--- config.mk ---
export PLATFORM = sky130hd
export DESIGN_NAME = at_response_tokenizer
export DESIGN_NICKNAME = d
export VERILOG_FILES = /design/src/atrt_pkg.sv /design/src/at_response_tokenizer.sv /design/src/atrt_step.sv
export SDC_FILE = /design/constraint.sdc
export NUM_CORES = 1
export LEC_CHECK = 0
export ABC_AREA = 1
export BUFFER_PORTS_ARGS = -buffer_cell sky130_fd_sc_hd__buf_2
export CAP_MARGIN = 40
export CORE_AREA = 2 2 95 97
export CTS_BUF_LIST = sky130_fd_sc_hd__clkbuf_8
export CTS_CLUSTER_SIZE = 20
export DETAILED_ROUTE_END_ITERATION = 16
export DIE_AREA = 0 0 97 99
export GPL_TIMING_DRIVEN = 0
export PLACE_DENSITY = 0.74
export SYNTH_ARGS = -nofsm -noshare
export SYNTH_HDL_FRONTEND = slang
export SYNTH_HIERARCHICAL = 1
export SYNTH_SLANG_ARGS = --single-unit
--- constraint.sdc ---
create_clock -name clk -period 4.35 [get_ports clk]
set_input_delay 0.6525 -clock clk [delete_from_list [all_inputs] [get_ports clk]]
set_output_delay 0.6525 -clock clk [all_outputs]
set_load 0.01 [all_outputs]
--- src/atrt_pkg.sv ---
`timescale 1ns / 1ps

package atrt_pkg;

  typedef enum logic [1:0] {
    MODE_IDLE = 2'd0,
    MODE_NAME = 2'd1,
    MODE_ARGS = 2'd2,
    MODE_LINE = 2'd3
  } mode_t;

  localparam logic [2:0] KIND_LINE_CHAR = 3'd0;
  localparam logic [2:0] KIND_LINE_END  = 3'd1;
  localparam logic [2:0] KIND_NAME_CHAR = 3'd2;
  localparam logic [2:0] KIND_NAME_END  = 3'd3;
  localparam logic [2:0] KIND_ARG_CHAR  = 3'd4;
  localparam logic [2:0] KIND_ARG_END   = 3'd5;

  localparam logic [1:0] ST_OK      = 2'd0;
  localparam logic [1:0] ST_ERROR   = 2'd1;
  localparam logic [1:0] ST_UNKNOWN = 2'd2;
  localparam logic [1:0] ST_RESULT  = 2'd3;

  localparam logic [7:0] CH_CR    = 8'h0D;
  localparam logic [7:0] CH_LF    = 8'h0A;
  localparam logic [7:0] CH_PLUS  = 8'h2B;
  localparam logic [7:0] CH_COLON = 8'h3A;
  localparam logic [7:0] CH_COMMA = 8'h2C;
  localparam logic [7:0] CH_QUOTE = 8'h22;
  localparam logic [7:0] CH_SPACE = 8'h20;

  localparam int OK_LEN    = 2;
  localparam int ERROR_LEN = 5;
  localparam logic [7:0] OK_TEXT [OK_LEN] = '{8'h4F, 8'h4B};
  localparam logic [7:0] ERROR_TEXT [ERROR_LEN] = '{8'h45, 8'h52, 8'h52, 8'h4F, 8'h52};

  localparam int POS_W  = 9;
  localparam int ARGN_W = 4;
  localparam int TDATA_OUT_W = 24;

  typedef struct packed {
    mode_t               mode;
    logic [POS_W-1:0]    char_position;
    logic                ok_still_matches;
    logic                error_still_matches;
    logic                inside_quotes;
    logic                quoted_part_done;
    logic [ARGN_W-1:0]   arg_count;
  } parse_state_t;

  localparam parse_state_t RESET_STATE = '{
    mode:                MODE_IDLE,
    char_position:       '0,
    ok_still_matches:    1'b1,
    error_still_matches: 1'b1,
    inside_quotes:       1'b0,
    quoted_part_done:    1'b0,
    arg_count:           '0
  };

  typedef struct packed {
    logic [2:0]        kind;
    logic [7:0]        out_char;
    logic [POS_W-1:0]  position;
    logic [1:0]        status;
    logic [ARGN_W-1:0] arg_number;
    logic              closed_by_cr;
  } token_t;

endpackage

--- src/at_response_tokenizer.sv ---
`timescale 1ns / 1ps

// Modem response tokenizer.
// Slave stream (s_*): one received byte per transfer, s_tdata[7:0] = in_byte.
// Master stream (m_*): one token per transfer for every byte that is kept or
// that closes a line, a result name or an argument; m_tuser carries the token
// kind, m_tlast flags an argument closed by carriage return.
// Dropped bytes (idle line endings, the leading plus, unquoted spaces, quote
// marks, text after a closing quote) give no master transfer.
// Path: a byte accepted into the input register is stepped into the token
// register once that register is free or drained; it drives m_tvalid.
// Throughput: one byte per cycle unless the receiver stalls; the parse step is
// a single pass of logic between the input register and the token register.
// A held token blocks input only while it is not being drained: the input
// register still loads while the token register is free or drained.
// When the receiver stalls both registers fill and s_tready falls; nothing
// is lost or repeated.
// Reset (rst, synchronous, active high) empties both registers and returns
// the parser to idle with positions and the argument count at zero.
module at_response_tokenizer #(
  parameter int MAX_TEXT = 512
) (
  input  logic        clk,
  input  logic        rst,
  input  logic        s_tvalid,
  output logic        s_tready,
  input  logic [7:0]  s_tdata,   // [7:0] in_byte
  output logic        m_tvalid,
  input  logic        m_tready,
  output logic [atrt_pkg::TDATA_OUT_W-1:0] m_tdata,
    // [7:0] out_char, [16:8] position, [18:17] status, [22:19] arg_number,
    // [23] zero
  output logic [2:0]  m_tuser,   // [2:0] kind
  output logic        m_tlast    // closed_by_cr
);

  // Input register
  logic       in_valid;
  logic [7:0] in_byte;

  // Parser state and step results
  atrt_pkg::parse_state_t state;
  atrt_pkg::parse_state_t state_next;
  logic                   tok_valid;
  atrt_pkg::token_t       tok;

  // Token register
  logic             out_valid;
  atrt_pkg::token_t out_tok;

  logic advance;

  // Step the held byte whenever the token register can take a result.
  assign advance  = in_valid && (!out_valid || m_tready);
  assign s_tready = !in_valid || advance;

  atrt_step #(
    .MAX_TEXT(MAX_TEXT)
  ) u_step (
    .cur       (state),
    .in_byte   (in_byte),
    .nxt       (state_next),
    .tok_valid (tok_valid),
    .tok       (tok)
  );

  // Hold the byte until it is stepped; load a fresh one on every transfer.
  always_ff @(posedge clk) begin
    if (rst) begin
      in_valid <= 1'b0;
    end else if (s_tvalid && s_tready) begin
      in_valid <= 1'b1;
    end else if (advance) begin
      in_valid <= 1'b0;
    end
  end

  always_ff @(posedge clk) begin
    if (s_tvalid && s_tready) begin
      in_byte <= s_tdata;
    end
  end

  // Parser state: advance only when the byte is consumed.
  always_ff @(posedge clk) begin
    if (rst) begin
      state <= atrt_pkg::RESET_STATE;
    end else if (advance) begin
      state <= state_next;
    end
  end

  // Token register: load a new token, else drop the one just taken.
  always_ff @(posedge clk) begin
    if (rst) begin
      out_valid <= 1'b0;
    end else if (advance && tok_valid) begin
      out_valid <= 1'b1;
    end else if (m_tready) begin
      out_valid <= 1'b0;
    end
  end

  always_ff @(posedge clk) begin
    if (advance && tok_valid) begin
      out_tok <= tok;
    end
  end

  assign m_tvalid = out_valid;
  assign m_tdata  = {1'b0, out_tok.arg_number, out_tok.status, out_tok.position,
                     out_tok.out_char};
  assign m_tuser  = out_tok.kind;
  assign m_tlast  = out_tok.closed_by_cr;

endmodule

--- src/atrt_step.sv ---
`timescale 1ns / 1ps

// Per-byte parse step: next state and the optional token for one byte.
module atrt_step #(
  parameter int MAX_TEXT = 512
) (
  input  atrt_pkg::parse_state_t cur,
  input  logic [7:0]             in_byte,
  output atrt_pkg::parse_state_t nxt,
  output logic                   tok_valid,
  output atrt_pkg::token_t       tok
);

  localparam int LIMIT_INT = ((MAX_TEXT - 1) > 511) ? 511 : (MAX_TEXT - 1);
  localparam logic [atrt_pkg::POS_W-1:0] POS_LIMIT = atrt_pkg::POS_W'(LIMIT_INT);

  logic [atrt_pkg::POS_W-1:0] pos;
  logic [atrt_pkg::POS_W-1:0] pos_inc;
  logic                       is_eol;
  logic                       ok_hit;
  logic                       err_hit;

  assign pos     = cur.char_position;
  assign pos_inc = (pos < POS_LIMIT) ? pos + atrt_pkg::POS_W'(1) : pos;
  assign is_eol  = in_byte inside {atrt_pkg::CH_CR, atrt_pkg::CH_LF};

  // Incremental match of the current line character against the two replies.
  assign ok_hit  = (pos < atrt_pkg::POS_W'(atrt_pkg::OK_LEN)) &&
                   (in_byte == atrt_pkg::OK_TEXT[pos[0]]);
  assign err_hit = (pos < atrt_pkg::POS_W'(atrt_pkg::ERROR_LEN)) &&
                   (in_byte == atrt_pkg::ERROR_TEXT[pos[2:0]]);

  always_comb begin
    nxt       = cur;
    tok_valid = 1'b0;
    tok       = '0;
    tok.out_char = in_byte;
    tok.position = pos;

    case (cur.mode)
      atrt_pkg::MODE_IDLE: begin
        if (is_eol) begin
          // skip blank line endings
        end else if (in_byte == atrt_pkg::CH_PLUS) begin
          nxt.mode          = atrt_pkg::MODE_NAME;
          nxt.char_position = '0;
        end else begin
          // first character of a plain line: position is zero here
          nxt.mode                = atrt_pkg::MODE_LINE;
          nxt.ok_still_matches    = (in_byte == atrt_pkg::OK_TEXT[0]);
          nxt.error_still_matches = (in_byte == atrt_pkg::ERROR_TEXT[0]);
          nxt.char_position       = (POS_LIMIT > '0) ? atrt_pkg::POS_W'(1) : '0;
          tok_valid               = 1'b1;
          tok.kind                = atrt_pkg::KIND_LINE_CHAR;
          tok.position            = '0;
        end
      end

      atrt_pkg::MODE_LINE: begin
        tok_valid = 1'b1;
        if (is_eol) begin
          tok.kind = atrt_pkg::KIND_LINE_END;
          if (in_byte == atrt_pkg::CH_CR && cur.ok_still_matches &&
              pos == atrt_pkg::POS_W'(atrt_pkg::OK_LEN)) begin
            tok.status = atrt_pkg::ST_OK;
          end else if (in_byte == atrt_pkg::CH_CR && cur.error_still_matches &&
                       pos == atrt_pkg::POS_W'(atrt_pkg::ERROR_LEN)) begin
            tok.status = atrt_pkg::ST_ERROR;
          end else begin
            tok.status = atrt_pkg::ST_UNKNOWN;
          end
          nxt.mode          = atrt_pkg::MODE_IDLE;
          nxt.char_position = '0;
        end else begin
          tok.kind                = atrt_pkg::KIND_LINE_CHAR;
          nxt.ok_still_matches    = cur.ok_still_matches && ok_hit;
          nxt.error_still_matches = cur.error_still_matches && err_hit;
          nxt.char_position       = pos_inc;
        end
      end

      atrt_pkg::MODE_NAME: begin
        tok_valid = 1'b1;
        if (in_byte == atrt_pkg::CH_COLON) begin
          tok.kind              = atrt_pkg::KIND_NAME_END;
          tok.status            = atrt_pkg::ST_RESULT;
          nxt.mode              = atrt_pkg::MODE_ARGS;
          nxt.arg_count         = '0;
          nxt.char_position     = '0;
          nxt.inside_quotes     = 1'b0;
          nxt.quoted_part_done  = 1'b0;
        end else begin
          tok.kind          = atrt_pkg::KIND_NAME_CHAR;
          nxt.char_position = pos_inc;
        end
      end

      atrt_pkg::MODE_ARGS: begin
        tok.arg_number = cur.arg_count;
        if (in_byte == atrt_pkg::CH_CR) begin
          tok_valid            = 1'b1;
          tok.kind             = atrt_pkg::KIND_ARG_END;
          tok.status           = atrt_pkg::ST_RESULT;
          tok.closed_by_cr     = 1'b1;
          nxt.mode             = atrt_pkg::MODE_IDLE;
          nxt.char_position    = '0;
          nxt.inside_quotes    = 1'b0;
          nxt.quoted_part_done = 1'b0;
          nxt.arg_count        = '0;
        end else if (!cur.inside_quotes && in_byte == atrt_pkg::CH_COMMA) begin
          tok_valid            = 1'b1;
          tok.kind             = atrt_pkg::KIND_ARG_END;
          tok.status           = atrt_pkg::ST_RESULT;
          nxt.arg_count        = (&cur.arg_count) ? cur.arg_count
                                                  : cur.arg_count + atrt_pkg::ARGN_W'(1);
          nxt.char_position    = '0;
          nxt.inside_quotes    = 1'b0;
          nxt.quoted_part_done = 1'b0;
        end else if (cur.quoted_part_done) begin
          // drop trailing bytes after the closing quote
        end else if (in_byte == atrt_pkg::CH_QUOTE) begin
          nxt.inside_quotes    = !cur.inside_quotes;
          nxt.quoted_part_done = cur.inside_quotes;
        end else if (!cur.inside_quotes && in_byte == atrt_pkg::CH_SPACE) begin
          // drop unquoted spaces
        end else begin
          tok_valid         = 1'b1;
          tok.kind          = atrt_pkg::KIND_ARG_CHAR;
          nxt.char_position = pos_inc;
        end
      end

      default: begin
        nxt = cur;
      end
    endcase
  end

endmodule

* Yosys cells after proc, flatten, opt, wreduce, memory -nomap -nowiden
Memories as Yosys holds them, arrays and structs flattened.
Cells that the tools add are included.
** Word-level totals
- Bits in latches :: 0
- Memory bits (writable) :: 0
- Memories :: 1
- Bits of input ports :: 12
- Output and inout port bits :: 30
- Memory bits (read-only) :: 64
- Logic and storage cells :: 147
- Register bits after elaboration :: 56
** Memories
- (no name shown) :: depth 8, bits a word 8, rd ports 1, clocked after memory_dff 0, write ports 0, RTL line atrt_step.sv:31 : (in_byte == atrt_pkg::ERROR_TEXT[pos[2:0]]);
** Cells by class
- Add/sub/neg operators :: 2
- Eq/ne operators :: 28
- Bitwise gates (word level) :: 2
- Reductions and logical operators :: 32
- Order comparisons :: 5
- Divide/modulo/power cells :: 0
- Multipliers :: 0
- Multiplexer cells :: 61
- Shifts and indexed selects :: 0
** Operators by type and width (number)
- $mux W9 :: 11
- $pmux W11 S4 :: 1
- $eq A8 B6 Y1 const B :: 5
- $mux W8 :: 4
- $mux W2 :: 14
- $reduce_and A5 Y1 :: 5
- $mux W3 :: 6
- $eq A8 B4 Y1 const B :: 2
- $eq A8 B7 Y1 const B :: 2
- $eq A8 B8 Y1 :: 2
- $mux W1 :: 14
- $logic_and A1 B1 Y1 :: 13
- $mux W13 :: 1
- $mux W6 :: 2
- $ne A4 B2 Y1 const B :: 3
- $pmux W3 S4 :: 1
- $pmux W6 S2 :: 1
- $mux W11 :: 1
- $reduce_bool A2 Y1 :: 5
- $add A9 B1 Y9 const B :: 1
- $eq A9 B2 Y1 const B :: 1
- $eq A9 B3 Y1 const B :: 1
- $lt A9 B2 Y1 const B :: 1
- $lt A9 B3 Y1 const B :: 1
- 23 further kinds :: 32

* Logic depth before layout (Yosys ltp)
- Depth after elaboration :: 10
- Gate-level depth with buffers :: 15
- Gate-level depth less buffers :: 14

* Modules after synthesis
The synthesis kept the hierarchy.
** By module, submodules not included
- at_response_tokenizer :: area an instance 2006.9 um^2, seq. area each 1471.4 um^2, cells each 174, instances 1
- atrt_step :: area an instance 1759.2 um^2, seq. area each 0.0 um^2, cells each 353, instances 1

* Worst setup path after synthesis
No wires, ideal clock.
- Path type :: register -> register
- Start point :: reg state[18] in the netlist's numbering
- End point :: reg out_tok, in the netlist m_tdata[0] (enable)
- Path buffers :: 2
- Data required time :: 3939 ps
- Clock period less this slack :: 2949 ps
- Path slack :: 1401 ps
- Stages on the path, launching flop included :: 10
- Data arrival time :: 2538 ps
- Setup time :: 411 ps
- Cells stage by stage :: dfxtp_1 -> inv_1 -> ha_1 -> buf_2 -> clkinv_1 -> clkbuf_1 -> nand2_1 -> nand2_1 -> inv_1 -> nor2_1
** Between the ends
- Word-level cells in the longest chain between the ends :: 4
- Elaborated cells on any way between the ends :: 7
- Classes of those cells :: eq/ne (3); mux (1); reduce/logical (3)
** Ends and longest elaborated chain
- from (decl) :: RTL line at_response_tokenizer.sv:42 : atrt_pkg::parse_state_t state;
- from (signal assigned) :: RTL line at_response_tokenizer.sv:87 : state <= atrt_pkg::RESET_STATE;
- from (signal assigned) :: RTL line at_response_tokenizer.sv:89 : state <= state_next;
- $eq A2 B2 Y1 / $eq A2 B1 Y1 (equally long branches) :: RTL line atrt_step.sv:40 : case (cur.mode)
- $reduce_or A2 Y1 (no source line)
- $pmux W1 S3 * :: RTL line atrt_step.sv:40
- via tok_valid :: RTL line at_response_tokenizer.sv:44 : logic tok_valid;
- $logic_and A1 B1 Y1 * :: RTL line at_response_tokenizer.sv:105 : if (advance && tok_valid) begin
- to (signal assigned) :: RTL line at_response_tokenizer.sv:106 : out_tok <= tok;
- to (decl) :: RTL line at_response_tokenizer.sv:49 : atrt_pkg::token_t out_tok;
Mark *: on every way through the listed nets, which the timed path passes. The rest lies on a longest branch.
A chain may end at the register's enable or synchronous reset.

* Worst setup path after layout
- Start point :: reg state[17] in the netlist's numbering
- End point :: reg out_tok, in the netlist m_tuser[0] (enable)
Same word-level chain as after synthesis.

==> results.rst <==
.. list-table::
   :header-rows: 1

   * - Metric
     - Value
   * - Number of vias in the routed layout
     - between 3000 and 4000
   * - Most common cell after layout, fill and taps aside
     - sky130_fd_sc_hd__nand2_1
   * - Setup-failing EPs final
     - 0
   * - Final-layout fill cell count
     - 855
   * - CTS Sinks
     - between 50 and 60
   * - Worst Max-Slew Pin Slew
     - 0.6547 ns
   * - Area of the core
     - about 8600 µm²
   * - Finished Core Util
     - 0.4922
   * - Type of destination of the critical path
     - flop
   * - Clock-pin slew on the worst setup and hold paths
     - ~0.090 ns
   * - Max VDD drop
     - around 130 µV
   * - Area enclosed by the die boundary
     - ~9600 µm²
   * - Highest-delay cell along the critical path
     - sky130_fd_sc_hd__nor2_2
   * - Count of unique library cells instantiated by Yosys
     - 30
   * - Critical path fanouts, max
     - 18
   * - DR DRC count
     - 0
   * - Final routed wirelength across all metal layers
     - 8.789 mm
   * - Antenna Nets Post-Route
     - 0
   * - Cell taking the most area after synthesis
     - sky130_fd_sc_hd__edfxtp_1
   * - DP Worst Slack
     - between 1.5 and 2 ns
   * - Worst setup path category
     - reg -> reg
   * - Maximum cell stage delay along the critical path
     - roughly 0.53 ns
   * - Outcome
     - complete, no violations
   * - Count of warnings emitted by yosys
     - 6
   * - Final clock skew
     - between 0.007 and 0.008 ns
   * - DIE WIDTH
     - around 97 µm
   * - Hold-critical path depth
     - 2
   * - Standby leakage power
     - between 1.5 and 2 nW
   * - Final setup slack of the worst path
     - between 1 and 1.5 ns
   * - Wire length per cell
     - 12.85 µm
   * - Clock tree from TritonCTS
     - built
   * - Total design power
     - about 1.2 mW
   * - Detailed Route Iter0 Violations
     - 324
   * - Pins Over Slew Limit
     - 0
   * - Buffer and inverter count on the worst path
     - 6
   * - Number of placed cells counting well taps
     - just under 700
   * - CTS Root Cell
     - sky130_fd_sc_hd__clkbuf_8
   * - Achievable clock frequency
     - about 350 MHz
   * - Setup TNS
     - 0 ns
   * - Crit path arrival time
     - 2.90 ns
   * - Area of the mapped netlist
     - ~3800 µm²
   * - Worst max-slew margin expressed relative to the limit
     - 0.5631
   * - Power per unit of standard cell area
     - roughly 280 nW/µm²
   * - Number of buffers created by CTS
     - 5
   * - Number of antenna violations at the first check in global routing
     - 0
   * - Sequential standard cell area
     - ~1500 µm²
   * - Routability Congestion
     - a little over 0.9
   * - Highest-count cells in the layout ignoring fill and taps
     - 120 x sky130_fd_sc_hd__nand2_1, 87 x sky130_fd_sc_hd__nor2_1, 69 x sky130_fd_sc_hd__inv_1
   * - Final cell count without fillers
     - between 600 and 700
   * - Multi-input gate area
     - roughly 1800 µm²
   * - Setup Fix Bufs, Post-CTS
     - 0
   * - Cell-by-cell trace of the critical path
     - inv_1, ha_1, buf_2, clkinv_1, clkbuf_1, nand2_1, nand2_1, inv_1, nor2_2, buf_8
   * - Seq/Total Area, Yosys
     - 0.3907
   * - Clock Tree Buf Depth
     - 2
   * - Final number of hold-violating endpoints
     - 0
   * - Hold-fix buffers, CTS
     - 0
   * - Initial Util
     - 0.4404
   * - Critical path depth in cells
     - 10
   * - Number of placement rows
     - 34
   * - Synthesis-to-finish area growth
     - 11.76%
   * - Count of nets after finishing
     - 598
   * - Register-to-Register Path Depth
     - 10
   * - Remaining global-route overflow
     - 0
   * - Via count of the first global-routing pass
     - about 3200
   * - Top area cells in the synthesized netlist
     - sky130_fd_sc_hd__edfxtp_1 28%, sky130_fd_sc_hd__nand2_1 12%, sky130_fd_sc_hd__dfxtp_1 11%
   * - First-pass GRT wire length
     - around 15 mm
   * - Top-level port count
     - 42
   * - Clock Latency Late Sink
     - 0.31 ns
   * - Per-cell via count in the routed design
     - 5.098
   * - Share of the clock period used by the worst path after layout
     - 0.6628
   * - Detailed-routing iteration count for the pre-antenna-repair pass
     - 7
   * - Average cell area after synthesis
     - just over 7 µm²
   * - Required arrival time at the worst endpoint
     - roughly 4.4 ns
   * - Number of cells produced by synthesis
     - between 500 and 600
   * - Largest net degree at the start of global routing
     - 19
   * - Max-capacitance violation count
     - 0
   * - FF+latch count, synth
     - 56
   * - Post-CTS sizing
     - 0
   * - Total global-route track usage
     - 0.1881
   * - Fraction of post-synthesis cell area in the top cell type by area
     - 0.2791
   * - CTS H-tree depth
     - 2
   * - Post-Syn Nets
     - between 500 and 600
   * - Share of post-route cells with drive strength above 1
     - 0.1667
   * - Fin crit period
     - just under 3 ns
   * - Startpoint types
     - flop
   * - Dominant delay contributor by cell family on the critical path
     - buffers and inverters
   * - DIE HEIGHT
     - ~100 µm
   * - Worst min-delay path class
     - reg -> reg
   * - Count of antenna diodes in the layout
     - 0
   * - RSZ-0062 raised after global routing
     - no
   * - Port buffer count
     - 40
   * - Detail Placement HPWL
     - around 6.7 mm
==> Yosys cell counts, drive strengths merged <==
library cell	number
nand2	130
nor2	96
inv	69
nand3	63
edfxtp	35
a21oi	33
buf	24
dfxtp	21
o21ai	18
ha	11
nand4	8
nor3	5
clkbuf	4
xor2	4
nand3b	2
a21o	1
clkinv	1
conb	1
xnor2	1
==> registers in the layout, summed over array words and instances (netlist names) <==
| register | count |
|---|---|
| m_tuser | 3 |
| m_tlast | 1 |
| in_byte | 8 |
| state | 19 |
| m_tvalid | 1 |
| in_valid | 1 |
| m_tdata | 23 |
==> cells by family (layout without fill, tap and decap cells) <==
kind of cell,after synthesis,in the layout,share of synthesized area
AOI/OAI and AO/OA,52,52,0.07276
xor gates and xnor gates,5,5,0.01163
adders and majority gates,11,11,0.03654
buffers and inverters,98,147,0.1213
DFF,56,56,0.3907
other,1,1,0.0009957
and+or+nand+nor,304,304,0.3661
==> where the power goes <==
group,total (mW),switching (mW),internal (mW)
clock network,0.285,0.159,0.126
registers,0.633,0.0322,0.601
logic,0.281,0.180,0.101
==> metal layers <==
layer | global-route usage | up-vias | wire length (µm)
met5 | 0 | - | 0
met2 | 0.3243 | 113 | 4090
met4 | 0.05850 | 0 | 159
met3 | 0.02482 | 15 | 406
met1 | 0.2468 | 1595 | 4132
li1 | - | 1764 | -
==> worst paths after layout <==
check	start	endpoint	slack, ns
worst max-delay path	state[17]	m_tuser[0]	1.47
worst min register to register	state[11]	state[11]	0.50
worst min-delay path	state[11]	state[11]	0.50
worst max register to register	state[17]	m_tuser[0]	1.47
==> final cells by class <==
cell class | count | area share
clock buffers | 6 | 0.01962
inverters | 70 | 0.06243
flip-flops and latches | 56 | 0.3496
clock inverters | 2 | 0.001784
plain buffers | 28 | 0.04608
multi-input cells | 373 | 0.4373
repair buffers | 41 | 0.05113
well taps | 108 | 0.03210
==> stage by stage <==
step                      hold slack (ns)  instance area [µm²]
after floorplan                    0.4462                 3766
after CTS                          0.4871                 4209
final                              0.4977                 4209
after detailed placement           0.4634                 4119
after global placement             0.4665                 4101
after global routing               0.4942                 4209
==> worst reg2reg max path: cells and delay by family, from the launching register on <==
kind                       cells  cell delay (ns)
buffers and inverters          6             1.17
and+or+nand+nor                3             0.80
DFF                            1             0.42
adders and majority gates      1             0.20
Power figures use the tool's default switching activity.
